<file path="config.mk">
export PLATFORM = sky130hd
export DESIGN_NAME = crt_front
export DESIGN_NICKNAME = d
export VERILOG_FILES = /design/src/hw/rtl/crt_pkg.sv /design/src/hw/rtl/crt_front.sv
export SDC_FILE = /design/constraint.sdc
export NUM_CORES = 1
export LEC_CHECK = 0
export BUFFER_PORTS_ARGS = -buffer_cell sky130_fd_sc_hd__buf_2
export CELL_PAD_IN_SITES_DETAIL_PLACEMENT = 1
export CELL_PAD_IN_SITES_GLOBAL_PLACEMENT = 2
export CORE_AREA = 2 2 267 269
export CTS_CLUSTER_DIAMETER = 100
export CTS_CLUSTER_SIZE = 28
export DETAILED_ROUTE_END_ITERATION = 8
export DIE_AREA = 0 0 269 271
export PLACE_DENSITY_LB_ADDON = 0.15
export RECOVER_POWER = 50
export SYNTH_ARGS = -nofsm -noshare
export SYNTH_HDL_FRONTEND = slang
export SYNTH_SLANG_ARGS = --single-unit
</file>
<file path="constraint.sdc">
create_clock -name clk -period 8.57 [get_ports clk]
set_input_delay 0.857 -clock clk [delete_from_list [all_inputs] [get_ports clk]]
set_output_delay 0.857 -clock clk [all_outputs]
set_load 0.005 [all_outputs]
</file>
<file path="src/hw/rtl/crt_pkg.sv">
// Types and constants shared by the chunk reassembly tracker modules.
package crt_pkg;

  localparam logic [1:0] CMD_HDR   = 2'd0;
  localparam logic [1:0] CMD_BYTE  = 2'd1;
  localparam logic [1:0] CMD_QUERY = 2'd2;
  localparam logic [1:0] CMD_NONE  = 2'd3;

  localparam logic [2:0] STAT_OK       = 3'd0;
  localparam logic [2:0] STAT_NO_MAN   = 3'd1;
  localparam logic [2:0] STAT_SESSION  = 3'd2;
  localparam logic [2:0] STAT_FILE     = 3'd3;
  localparam logic [2:0] STAT_INDEX    = 3'd4;
  localparam logic [2:0] STAT_OFFSET   = 3'd5;
  localparam logic [2:0] STAT_SIZE     = 3'd6;
  localparam logic [2:0] STAT_CONFLICT = 3'd7;

  localparam logic [3:0] REG_LOADED      = 4'd0;
  localparam logic [3:0] REG_SESSION_HI  = 4'd1;
  localparam logic [3:0] REG_SESSION_LO  = 4'd2;
  localparam logic [3:0] REG_FILE_HI     = 4'd3;
  localparam logic [3:0] REG_FILE_LO     = 4'd4;
  localparam logic [3:0] REG_CHUNK_BYTES = 4'd5;
  localparam logic [3:0] REG_CHUNK_TOTAL = 4'd6;
  localparam logic [3:0] REG_FILE_BYTES  = 4'd7;

  localparam int QUEUE_DEPTH = 4;
  localparam int QUEUE_AW    = 2;
  localparam int MAX_RUNS    = 32;

  typedef struct packed {
    logic [1:0]  cmd;
    logic [63:0] sess_hi;
    logic [63:0] sess_lo;
    logic [63:0] fid_hi;
    logic [63:0] fid_lo;
    logic [15:0] hdr_total;
    logic [15:0] chunk_idx;
    logic [31:0] chunk_ofs;
    logic [15:0] chunk_length;
    logic [7:0]  data_byte;
  } crt_in_t;

  typedef struct packed {
    logic [2:0] status;
    logic       accepted;
    logic       duplicate;
    logic [6:0] received_count;
    logic       all_present;
    logic [5:0] range_start;
    logic [6:0] range_count;
    logic       last;
  } crt_out_t;

  typedef struct packed {
    logic        loaded;
    logic [63:0] session_high;
    logic [63:0] session_low;
    logic [63:0] file_high;
    logic [63:0] file_low;
    logic [8:0]  chunk_bytes;
    logic [6:0]  chunk_total;
    logic [14:0] file_bytes;
  } crt_cfg_t;

  typedef enum logic [1:0] {
    OP_FAIL  = 2'd0,
    OP_OPEN  = 2'd1,
    OP_BYTE  = 2'd2,
    OP_QUERY = 2'd3
  } crt_kind_t;

  typedef struct packed {
    crt_kind_t   kind;
    logic [2:0]  status;
    logic [15:0] idx;
    logic [15:0] len;
    logic [7:0]  data;
  } crt_op_t;

endpackage

</file>
<file path="src/hw/rtl/crt_front.sv">
// Front end: accepts items, checks headers and queues operations.
module crt_front #(
  parameter int MAX_CHUNKS = 64,
  parameter int MAX_CHUNK_BYTES = 256
) (
  input  logic              clk,
  input  logic              rst,
  input  crt_pkg::crt_cfg_t cfg,
  input  logic              push,
  input  crt_pkg::crt_in_t  item,
  output logic              full,
  output logic              op_valid,
  output crt_pkg::crt_op_t  op,
  input  logic              op_pop
);
  import crt_pkg::*;

  logic [24:0]         consumed;
  logic [16:0]         idx_p1;
  logic [31:0]         want;
  logic [2:0]          hdr_status;
  crt_op_t             op_in;
  logic                wr;
  crt_op_t             q [QUEUE_DEPTH];
  logic [QUEUE_AW-1:0] wp, rp;
  logic [QUEUE_AW:0]   cnt;

  assign consumed = 25'(item.chunk_idx) * 25'(cfg.chunk_bytes);
  assign idx_p1   = 17'(item.chunk_idx) + 17'd1;

  always_comb begin
    if (idx_p1 < 17'(cfg.chunk_total)) begin
      want = 32'(cfg.chunk_bytes);
    end else begin
      want = 32'(cfg.file_bytes) - 32'(consumed);
    end
  end

  always_comb begin
    priority if (!cfg.loaded) begin
      hdr_status = STAT_NO_MAN;
    end else if (item.sess_hi != cfg.session_high || item.sess_lo != cfg.session_low) begin
      hdr_status = STAT_SESSION;
    end else if (item.fid_hi != cfg.file_high || item.fid_lo != cfg.file_low) begin
      hdr_status = STAT_FILE;
    end else if (item.hdr_total != 16'(cfg.chunk_total)
                 || 17'(item.chunk_idx) >= 17'(cfg.chunk_total)
                 || 17'(item.chunk_idx) >= 17'(MAX_CHUNKS)) begin
      hdr_status = STAT_INDEX;
    end else if (item.chunk_ofs != 32'(consumed)) begin
      hdr_status = STAT_OFFSET;
    end else if (32'(item.chunk_length) != want
                 || 17'(item.chunk_length) > 17'(MAX_CHUNK_BYTES)) begin
      hdr_status = STAT_SIZE;
    end else begin
      hdr_status = STAT_OK;
    end
  end

  always_comb begin
    op_in.status = hdr_status;
    op_in.idx    = item.chunk_idx;
    op_in.len    = item.chunk_length;
    op_in.data   = item.data_byte;
    unique case (item.cmd)
      CMD_HDR:   op_in.kind = (hdr_status == STAT_OK) ? OP_OPEN : OP_FAIL;
      CMD_BYTE:  op_in.kind = OP_BYTE;
      CMD_QUERY: op_in.kind = OP_QUERY;
      default:   op_in.kind = OP_QUERY;
    endcase
  end

  assign full     = (cnt == (QUEUE_AW+1)'(QUEUE_DEPTH));
  assign op_valid = (cnt != '0);
  assign op       = q[rp];
  assign wr       = push && !full && (item.cmd != CMD_NONE);

  always_ff @(posedge clk) begin
    if (wr) begin
      q[wp] <= op_in;
    end
    if (rst) begin
      wp  <= '0;
      rp  <= '0;
      cnt <= '0;
    end else begin
      if (wr) begin
        wp <= wp + 1'b1;
      end
      if (op_pop) begin
        rp <= rp + 1'b1;
      end
      cnt <= cnt + (QUEUE_AW+1)'(wr) - (QUEUE_AW+1)'(op_pop);
    end
  end

endmodule

</file>
## After elaboration in Yosys (flattened, before gate mapping)

Memory sizes are Yosys's and may differ from the RTL's. A register that Yosys moved wholly into a read port is not among the register bits.
Index checks and enable logic that the tools add are counted.

- Muxes and demuxes: 13
- $lt $le $gt $ge: 4
- Add/sub/neg operators: 6
- Multipliers: 1
- Reductions and logical operators: 11
- Equal/unequal tests: 10

Operators by type and width:

| kind | count |
|---|---|
| 64-bit inequality test | 4 |
| 32-bit two-way mux | 1 |
| 16-bit by 32-bit inequality test with 1-bit output | 1 |
| 32-bit by 25-bit inequality test with 1-bit output | 1 |
| 15-bit by 25-bit subtractor with 26-bit output | 1 |
| 16-bit by 9-bit multiplier with 25-bit output | 1 |
| 3-bit two-way mux | 6 |
| 16-bit by 1-bit adder with 17-bit output, second input constant | 1 |
| 17-bit by 7-bit less-than comparator with 1-bit output | 1 |
| 16-bit by 7-bit greater-or-equal comparator with 1-bit output | 1 |
| 16-bit by 7-bit greater-or-equal comparator with 1-bit output, second input constant | 1 |
| 16-bit by 9-bit > comparator with 1-bit output, second input constant | 1 |
| 16-bit by 7-bit inequality test with 1-bit output | 1 |
| 1-bit logical OR | 5 |
| 2-bit by 1-bit adder with 2-bit output, second input constant | 2 |
| 2-bit two-way mux | 2 |
| 2-bit case mux with 2 select lines | 1 |
| 3-bit by 1-bit adder with 3-bit output | 1 |
| 3-bit equality test, second input constant | 1 |
| 3-bit logical NOT | 1 |
| 1-bit two-way mux | 3 |
| 3-bit nonzero test | 1 |
| 3-bit by 1-bit subtractor with 3-bit output | 1 |
| 2-bit by 1-bit equality test with 1-bit output, second input constant | 1 |
| 4 further kinds | 5 |

- Memories kept: 1
- Memory bits (writable): 180
- Input port bits: 638
- Flip-flop bits (word level): 7

Memories:

| name | depth | bits a word | read ports | clocked after Yosys merged registers in | wr ports | RTL line | text |
|---|---|---|---|---|---|---|---|
| q | 4 | 45 | 1 | 1 | 1 | crt_front.sv:24 | `crt_op_t q [QUEUE_DEPTH];` |

## Longest topological paths before layout

Gate-level depths: netlist of the first run.

- Depth after elaboration: 14
- Depth in mapped cells: 27
- Gate-level depth less buffers: 25

## Worst setup path after synthesis of the first run

No wires, ideal clock.

- Kind: input-to-reg
- From: input cfg[25] (netlist bit)
- To: memory q[0][42] (netlist bit) (data pin)
- Buffers on the path: 4
- Setup slack: 1,200 ps
- Stages on the path: 25
- Library setup time: 285 ps
- Data required time: 8,285 ps
- Arrival time: 7,085 ps
- Cell sequence: clkbuf_1 clkbuf_1 nand2_1 fa_1 fa_1 fa_1 fa_1 inv_1 ha_1 buf_4 a21oi_4 o21ai_2 o211a_1 or2_2 ha_1 o21a_1 or2_2 clkbuf_1 o21ai_0 a31oi_1 a31o_1 a2111oi_0 nor3_1 nor4_1 a21oi_1

- Cells in the longest elaborated chain, start to end: 11
- Elaborated cells between the ends (all ways): 12
- Those cells by class: add/sub: 1; mul: 1; eq/ne: 2; mux: 7; reduce/logical: 1

RTL lines:

| item | RTL line | text |
|---|---|---|
| from (decl) | crt_front.sv:8 | `input crt_pkg::crt_cfg_t cfg,` |
| 16-bit by 9-bit multiplier with 25-bit output | crt_front.sv:28 | `assign consumed = 25'(item.chunk_idx) * 25'(cfg.chunk_bytes);` |
| 15-bit by 25-bit subtractor with 26-bit output | crt_front.sv:35 | `want = 32'(cfg.file_bytes) - 32'(consumed);` |
| 32-bit two-way mux | crt_front.sv:32 | `if (idx_p1 < 17'(cfg.chunk_total)) begin` |
| 16-bit by 32-bit inequality test with 1-bit output | crt_front.sv:52 | `end else if (32'(item.chunk_length) != want` |
| 1-bit logical OR | crt_front.sv:53 | `\|\| 17'(item.chunk_length) > 17'(MAX_CHUNK_BYTES)) begin` |
| 3-bit two-way mux | crt_front.sv:52 |  |
| 3-bit two-way mux (*) | crt_front.sv:50 | `end else if (item.chunk_ofs != 32'(consumed)) begin` |
| 3-bit two-way mux (*) | crt_front.sv:46 | `end else if (item.hdr_total != 16'(cfg.chunk_total)` |
| 3-bit two-way mux (*) | crt_front.sv:44 | `end else if (item.fid_hi != cfg.file_high \|\| item.fid_lo != cfg.file_low) begin` |
| 3-bit two-way mux (*) | crt_front.sv:42 | `end else if (item.sess_hi != cfg.session_high \|\| item.sess_lo != cfg.session_low) begin` |
| 3-bit two-way mux (*) | crt_front.sv:40 | `priority if (!cfg.loaded) begin` |
| net hdr_status[2] | crt_front.sv:21 | `logic [2:0] hdr_status;` |
| to (decl) | crt_front.sv:24 |  |

Mark *: on every way through the listed nets, which the timed path passes. The rest lies on a longest branch.

## Final worst setup path of the first run

- From: input item[62] (netlist bit)
- To: memory q[3][42] (netlist bit) (data pin)

- Cells in the longest elaborated chain, start to end: 11
- Elaborated cells between the ends (all ways): 18
- Those cells by class: add/sub: 2; mul: 1; order compare: 3; eq/ne: 2; mux: 7; reduce/logical: 3

RTL lines:

| item | RTL line | text |
|---|---|---|
| from (decl) | crt_front.sv:10 | `input crt_pkg::crt_in_t item,` |
| 16-bit by 9-bit multiplier with 25-bit output / 16-bit by 1-bit adder with 17-bit output (equally long branches) | crt_front.sv:28, crt_front.sv:29 |  |
| 15-bit by 25-bit subtractor with 26-bit output / 17-bit by 7-bit less-than comparator with 1-bit output (equally long branches) | crt_front.sv:35, crt_front.sv:32 |  |
| 32-bit two-way mux | crt_front.sv:32 |  |
| 16-bit by 32-bit inequality test with 1-bit output | crt_front.sv:52 |  |
| 1-bit logical OR | crt_front.sv:53 |  |
| 3-bit two-way mux | crt_front.sv:52 |  |
| 3-bit two-way mux | crt_front.sv:50 |  |
| 3-bit two-way mux (*) | crt_front.sv:46 |  |
| 3-bit two-way mux (*) | crt_front.sv:44 |  |
| 3-bit two-way mux (*) | crt_front.sv:42 |  |
| 3-bit two-way mux (*) | crt_front.sv:40 |  |
| net hdr_status[2] | crt_front.sv:21 |  |

Marks and branches as above.

==> results.json, run 1 <==
{
  "fin_util_pct": 32.2,
  "synth.distinct_cells": 84,
  "cts_tree": "yes",
  "clk_pin_slew_ps": 70,
  "synth_top_area_cell": "edfxtp_1",
  "fp.dieH_um": 271,
  "viasPerCell": 4.93,
  "final_layout_size_suffix_gt1_share_pct": 33.5,
  "clock_latency_ps": 430,
  "first_pass_iters": 5,
  "grt_antenna_before_repair": 82,
  "path_max_fanout": 12,
  "yosys_warnings": 0,
  "cap_violations": 3,
  "cts.sinks": 189,
  "ios": 685,
  "yosys_register_bits": 189,
  "area_delta_synth_final_pct": 29.0,
  "cp-end-kind": "flip-flop",
  "hpwl_um": 88800,
  "ant_nets": 0,
  "finClkSkew_ps": 6.20,
  "routabilityCongestion": 1.09,
  "dpl_cell_area_sq_um": 21900,
  "syn-num-nets": 2449,
  "dieWidth_um": 269,
  "max_freq_mhz": 128,
  "final_cell_area_sq_um": 22500,
  "final_cell_mix": "buf_2 (646), xor2_1 (215), edfxtp_1 (180), nand2_1 (166)",
  "timing.rr.start": "cnt[1]",
  "gr-usage-all-layers_pct": 27.0,
  "fin_nets": 3110,
  "setup_tns_ps": 0,
  "ctsHoldBuffers": 0,
  "leakagePower_nw": 9.28,
  "num_vias": 16100,
  "start_util_pct": 25.0,
  "power_per_cell_area_nw_per_um2": 294,
  "grt-ovfl-total": 0,
  "drt_iter0_markers": 972,
  "grt_max_degree": 46,
  "slowest_delay_ps": 590,
  "hold_slack_ps": 546,
  "fin_crit_sh_pct": 91.1,
  "period_minus_slack_ps": 7810,
  "netlist_top_cells_area": "edfxtp_1 (31%), fa_1 (12%), xor2_1 (11%)",
  "ctsResizeCount": 0,
  "synth_edf_count": 180,
  "port_buffers": 684,
  "rsz0062_at_grt": "no",
  "worstHoldStart": "rp[0]",
  "peakVddDrop_v": 0.000195,
  "die_area_sq_um": 72900,
  "yosysSeqAreaShare_pct": 32.1,
  "avgSynthCellArea_sq_um": 10.7,
  "run_status": "finished, violations left",
  "violations": "max-capacitance violations, max-slew violations",
  "slew_headroom_pct": -108,
  "critical_path_arrival_ps": 7950,
  "setup-violations-final": 0,
  "cp_slowest_cell": "ha_1",
  "grt_pass1_wl_um": 135000,
  "drc": 0,
  "synth_mux_area_share_pct": 6.29,
  "path_cells": "clkbuf_1 -> nand2_1 -> fa_1 -> fa_1 -> fa_1 -> fa_1 -> inv_1 -> ha_1 -> o211ai_2 -> o21ai_2 -> a311oi_1 -> or2_2 -> ha_1 -> o21a_1 -> or2_2 -> o21ai_0 -> a31oi_1 -> a31o_1 -> a2111oi_0 -> nor3_1 -> nor4_1 -> a21oi_1",
  "finalHoldViolCount": 0,
  "synth_top_family_by_area": "adder cells",
  "routed_wl_um": 99700,
  "syn_area_sq_um": 17400,
  "wl_per_cell_um": 30.5,
  "slew_violations": 138,
  "synth_compound_area_share_pct": 8.53,
  "syn_inst": 1628,
  "cp-startpoint": "item[62]",
  "core_region_area_sq_um": 69800,
  "yosysTopAreaCellShare_pct": 31.0,
  "crit_required_ps": 8720,
  "clockBufferDepth": 2,
  "worst_slew_pin_slew_ps": 3120,
  "grt_pass1_vias": 17100,
  "cts_buffers": 17,
  "cpMostUsedCell": "fa_1",
  "layout_commonest_cell": "buf_2",
  "synthXorXnorAreaFrac_pct": 16.6,
  "num_rows": 97,
  "h-tree-depth": 4,
  "start_kind": "input port",
  "synth-adder-area-share_pct": 17.5,
  "ys.flop_type": "edfxtp_1",
  "synth-simple-area-share_pct": 15.3,
  "cts_root_buffer": "clkbuf_16",
  "cts_setup_buffers": 0,
  "critPathKind": "input port to flip-flop",
  "worst_hold_path_type": "flip-flop to flip-flop",
  "async_flop_share_pct": 0
}
[critical path, delay by kind of cell]
family	cells	cell delay, ps
AO/OA/AOI/OAI	9	2240
adder cells (fa/ha/maj)	6	2960
buffers and inverters	2	530
AND/OR/NAND/NOR	5	1360
[state kept, by name, summed over array words and instances (netlist names), named ones only]
signal / count
wp: 2
cnt: 3
rp: 2
q: 180
[final timing paths]
check | slack [ps] | end | cells after the start
worst min-delay path | 550 | flip-flop | 2
worst max-delay path | 760 | q[3][42] | 22
worst min register to register | 550 | flip-flop | 2
worst max register to register | 4740 | q[1][28] | 4
[kinds of logic (layout without fill, tap and decap cells)]
logic type / Yosys count / count (layout)
adders and majority gates: 183 / 183
buffers and inverters: 165 / 839
AOI/OAI and AO/OA: 199 / 199
other: 0 / 26
muxes: 53 / 53
xor gates and xnor gates: 324 / 324
and+or+nand+nor: 515 / 515
DFF: 189 / 189
[where the power goes]
group / switching (W) / internal (W) / total [W]
clock network: 0.000347 / 0.000406 / 0.000754
logic: 0.00290 / 0.00183 / 0.00473
registers: 0.0000334 / 0.00109 / 0.00112
total: 0.00328 / 0.00333 / 0.00661
[through the flow]
step                power, W  instances  setup WS, ps
finish               0.00661       3268           763
floorplan            0.00437       1628          1200
global placement     0.00584       3210           598
detailed placement   0.00587       3210           457
global route         0.00715       3253           188
CTS                  0.00665       3242           893
[per-layer routing]
metal	up-vias	global-route usage, %	part of all wire [%]
li1	7230	-	-
met1	8103	33.5	40
met2	604	47.3	50
met3	152	4.61	5.9
met4	26	8.65	3.4
met5	-	0	0.14
[area by class of cell]
| class | instances | area [sq um] |
|---|---|---|
| sequential | 189 | 5590 |
| inverter | 104 | 390 |
| tap | 940 | 1180 |
| multi-input combinational | 1274 | 11200 |
| antenna | 26 | 65.1 |
| clock inverter | 14 | 136 |
| clock buffer | 18 | 429 |
| timing repair buffer | 703 | 3480 |
| fill | 8123 | 47300 |
[cells in the mapped netlist (4+ instances only)]
library cell,number
nor2b_1,11
inv_1,104
dfxtp_1,9
o22ai_1,4
o31ai_1,4
a211o_1,6
nor3b_1,5
nand2_1,166
clkbuf_1,48
a211oi_1,5
xnor3_1,4
fa_1,101
mux4_2,45
o21a_1,9
or3_1,8
ha_1,82
nand4_1,54
o21ai_0,23
o2111ai_1,6
and4_1,5
or4_1,9
o221ai_1,5
buf_1,5
buf_2,7
xnor2_1,104
nor3_1,20
and3_1,5
o211ai_1,8
nand3_1,18
or2_2,11
edfxtp_1,180
o311ai_0,4
and2_1,48
mux2i_1,6
a31oi_1,8
a21o_1,15
nor4_1,73
a21oi_1,38
nor2_1,59
o2bb2ai_1,4
o21ai_1,5
nand2b_1,9
xor2_1,215
a2111oi_0,7
No activity file was read; power rests on OpenSTA's default activity.
==> run 2, diff against run 1 <==
Settings changed: CORE_AREA 2 2 267 269 to 2 2 265 267, DIE_AREA 0 0 269 271 to 0 0 267 269, PLACE_DENSITY_LB_ADDON 0.15 to 0.1.
Clock period 8.57 ns to 6.4 ns, I/O delays scaled along.
==> run 2 against run 1 <==
Effect of this change:
- the flow still finishes with violations (max-capacitance violations, max-slew violations)
- setup slack got worse by 650 ps
- combinational power up 100%
- global-route usage increased by 1.5 points
- count of clock-buffer cells in the layout is 1 lower
- total power rose by 84%
- via count increased by 4.9%
- routed wire length rose by 4.3%
- register-to-register slack got worse by 2200 ps
- utilization is 3.9 points higher
- worst hold slack worse by 80 ps
- non-clock buffer count grew 241
==> results.json, run 2 (synthesis gave the netlist of run 1 again) <==
{
  "port_buffers": 684,
  "area_delta_synth_final_pct": 43.6,
  "met1_usage_pct": 33.7,
  "multi_input_area_sq_um": 11800,
  "hpwl_um": 93100,
  "largestRegisters": "q (180), cnt (3)",
  "layout_commonest_cell": "buf_2",
  "cts_buffers": 17,
  "critical_path_arrival_ps": 6540,
  "clockBufferDepth": 2,
  "n_fill_cell": 8014,
  "gr-usage-all-layers_pct": 28.6,
  "critical_path_buf_inv_count": 5,
  "slew_headroom_pct": -108,
  "leakagePower_nw": 10.6,
  "ant_nets": 0,
  "finalWorstSetupSlack_ps": 112,
  "fp.dieH_um": 269,
  "power_per_cell_area_nw_per_um2": 487,
  "slew_violations": 138,
  "final_layout_size_suffix_gt1_share_pct": 42.8,
  "start_kind": "input port",
  "clock_latency_ps": 450,
  "met2_usage_pct": 49.6,
  "peakVddDrop_v": 0.000406,
  "run_status": "finished, violations left",
  "worstHoldStart": "item[3]",
  "worst_hold_path_type": "input port to flip-flop",
  "cts.sinks": 189,
  "first_pass_iters": 5,
  "grt_pass1_wl_um": 140000,
  "cts_root_buffer": "clkbuf_16",
  "cts_tree": "yes",
  "num_vias": 16900,
  "fin_crit_sh_pct": 98.2,
  "final_cell_mix": "buf_2 (634), buf_4 (236), xor2_1 (213), edfxtp_1 (180), nand2_1 (161)",
  "drc": 0,
  "min_to": "q[0][3]",
  "routabilityCongestion": 1.04,
  "worst_slew_pin_slew_ps": 3120,
  "viasPerCell": 4.82,
  "h-tree-depth": 4,
  "drt_iter0_markers": 918,
  "ios": 685,
  "routed_wl_um": 104000,
  "dieWidth_um": 267,
  "path_max_fanout": 7,
  "r2r_setup_slack_ps": 2560,
  "max_freq_mhz": 159,
  "hold_slack_ps": 467,
  "r2r_cells": 4,
  "crit_required_ps": 6650,
  "whs_path_depth": 1,
  "cap_violations": 3,
  "violations": "max-capacitance violations, max-slew violations",
  "period_minus_slack_ps": 6290,
  "slowest_delay_ps": 600,
  "wl_per_cell_um": 29.6,
  "cp_slowest_cell": "fa_1",
  "clk_pin_slew_ps": 70,
  "fin_nets": 3351,
  "critPathKind": "input port to flip-flop",
  "num_rows": 97,
  "seq_area_sq_um": 5590,
  "largest_reg_flops": 180,
  "largest-register": "q",
  "rr_endpoint": "q[3][30]",
  "start_util_pct": 25.1,
  "path_cells": "clkbuf_4 -> buf_4 -> nand2_1 -> fa_1 -> fa_1 -> fa_1 -> fa_1 -> inv_1 -> ha_4 -> buf_4 -> and4_1 -> nand2_1 -> o32a_1 -> nor2_1 -> or4_4 -> or4_4 -> a2111oi_4 -> buf_4 -> nand4_1 -> a221oi_4",
  "grt_max_degree": 46,
  "timing.rr.start": "cnt[1]",
  "setup-violations-final": 0,
  "grt_antenna_before_repair": 59,
  "finalHoldViolCount": 0,
  "grt-ovfl-total": 0,
  "grt_pass1_vias": 18100,
  "die_area_sq_um": 71800,
  "grt_use_met3_pct": 5.45,
  "finClkSkew_ps": 6.30,
  "core_region_area_sq_um": 69300,
  "cpMostUsedCell": "fa_1",
  "gr-max-usage-layer": "met2",
  "cpLargestDelayFamily": "adder cells",
  "cp-end-kind": "flip-flop",
  "post-place-ws_ps": -918
}
==> run 2: area by class of cell <==
type / count / share of cell area [%]
flip-flops and latches: 189 / 22.3
inverters: 104 / 1.56
diodes: 24 / 0.240
clock buffers: 17 / 1.70
well taps: 940 / 4.70
multi-input cells: 1274 / 47.0
repair buffers: 944 / 21.9
clock inverters: 15 / 0.565
==> run 2: worst register-to-register path, delay by kind of cell (launching register included) <==
family	cells	cell delay, ps
buffers and inverters	1	2190
AND/OR/NAND/NOR	3	760
flip-flops	1	410
==> run 2: power by group <==
part	switching, W	total [W]	internal [W]
Combinational	0.00495	0.00967	0.00473
Sequential	0.0000445	0.00151	0.00146
Clock	0.000496	0.00101	0.000515
Total	0.00549	0.0122	0.00670
==> run 2: per-stage QoR <==
stage	cells	TNS, ps	util, %	instance area [sq um]	total power, W
after floorplan	1628	-451	-	17700	0.00625
after global placement	3434	-12110	34.4	23800	0.0101
after detailed placement	3434	-12740	34.4	23800	0.0103
after CTS	3470	0	35.4	24500	0.0115
after global routing	3493	-180	36.0	25000	0.0130
final	3507	0	36.1	25000	0.0122
==> run 2: worst max path at each step <==
stage	start	depth (start not counted)	end	slack, ps
2_1_floorplan	cfg[29]	24	q[0][42]	-90
3_3_place_gp	cfg[26]	22	q[0][42]	-860
3_5_place_dp	cfg[26]	22	q[0][42]	-920
4_1_cts	cfg[22]	28	q[3][43]	0.6
5_1_grt	cfg[25]	20	q[3][41]	-50
6_report	cfg[25]	20	q[1][41]	110
==> run 2: layer usage <==
layer | wire (um) | vias up
met5 | 111 | -
met4 | 5960 | 18
met3 | 6060 | 147
met2 | 50900 | 592
met1 | 41000 | 8425
li1 | - | 7717
==> run 2: timing repair <==
action	in CTS	in global routing
buffers inserted	4	13
setup endpoints to repair	16	16
resized for setup	23	104
hold buffers	0	0
pin swaps	6	59
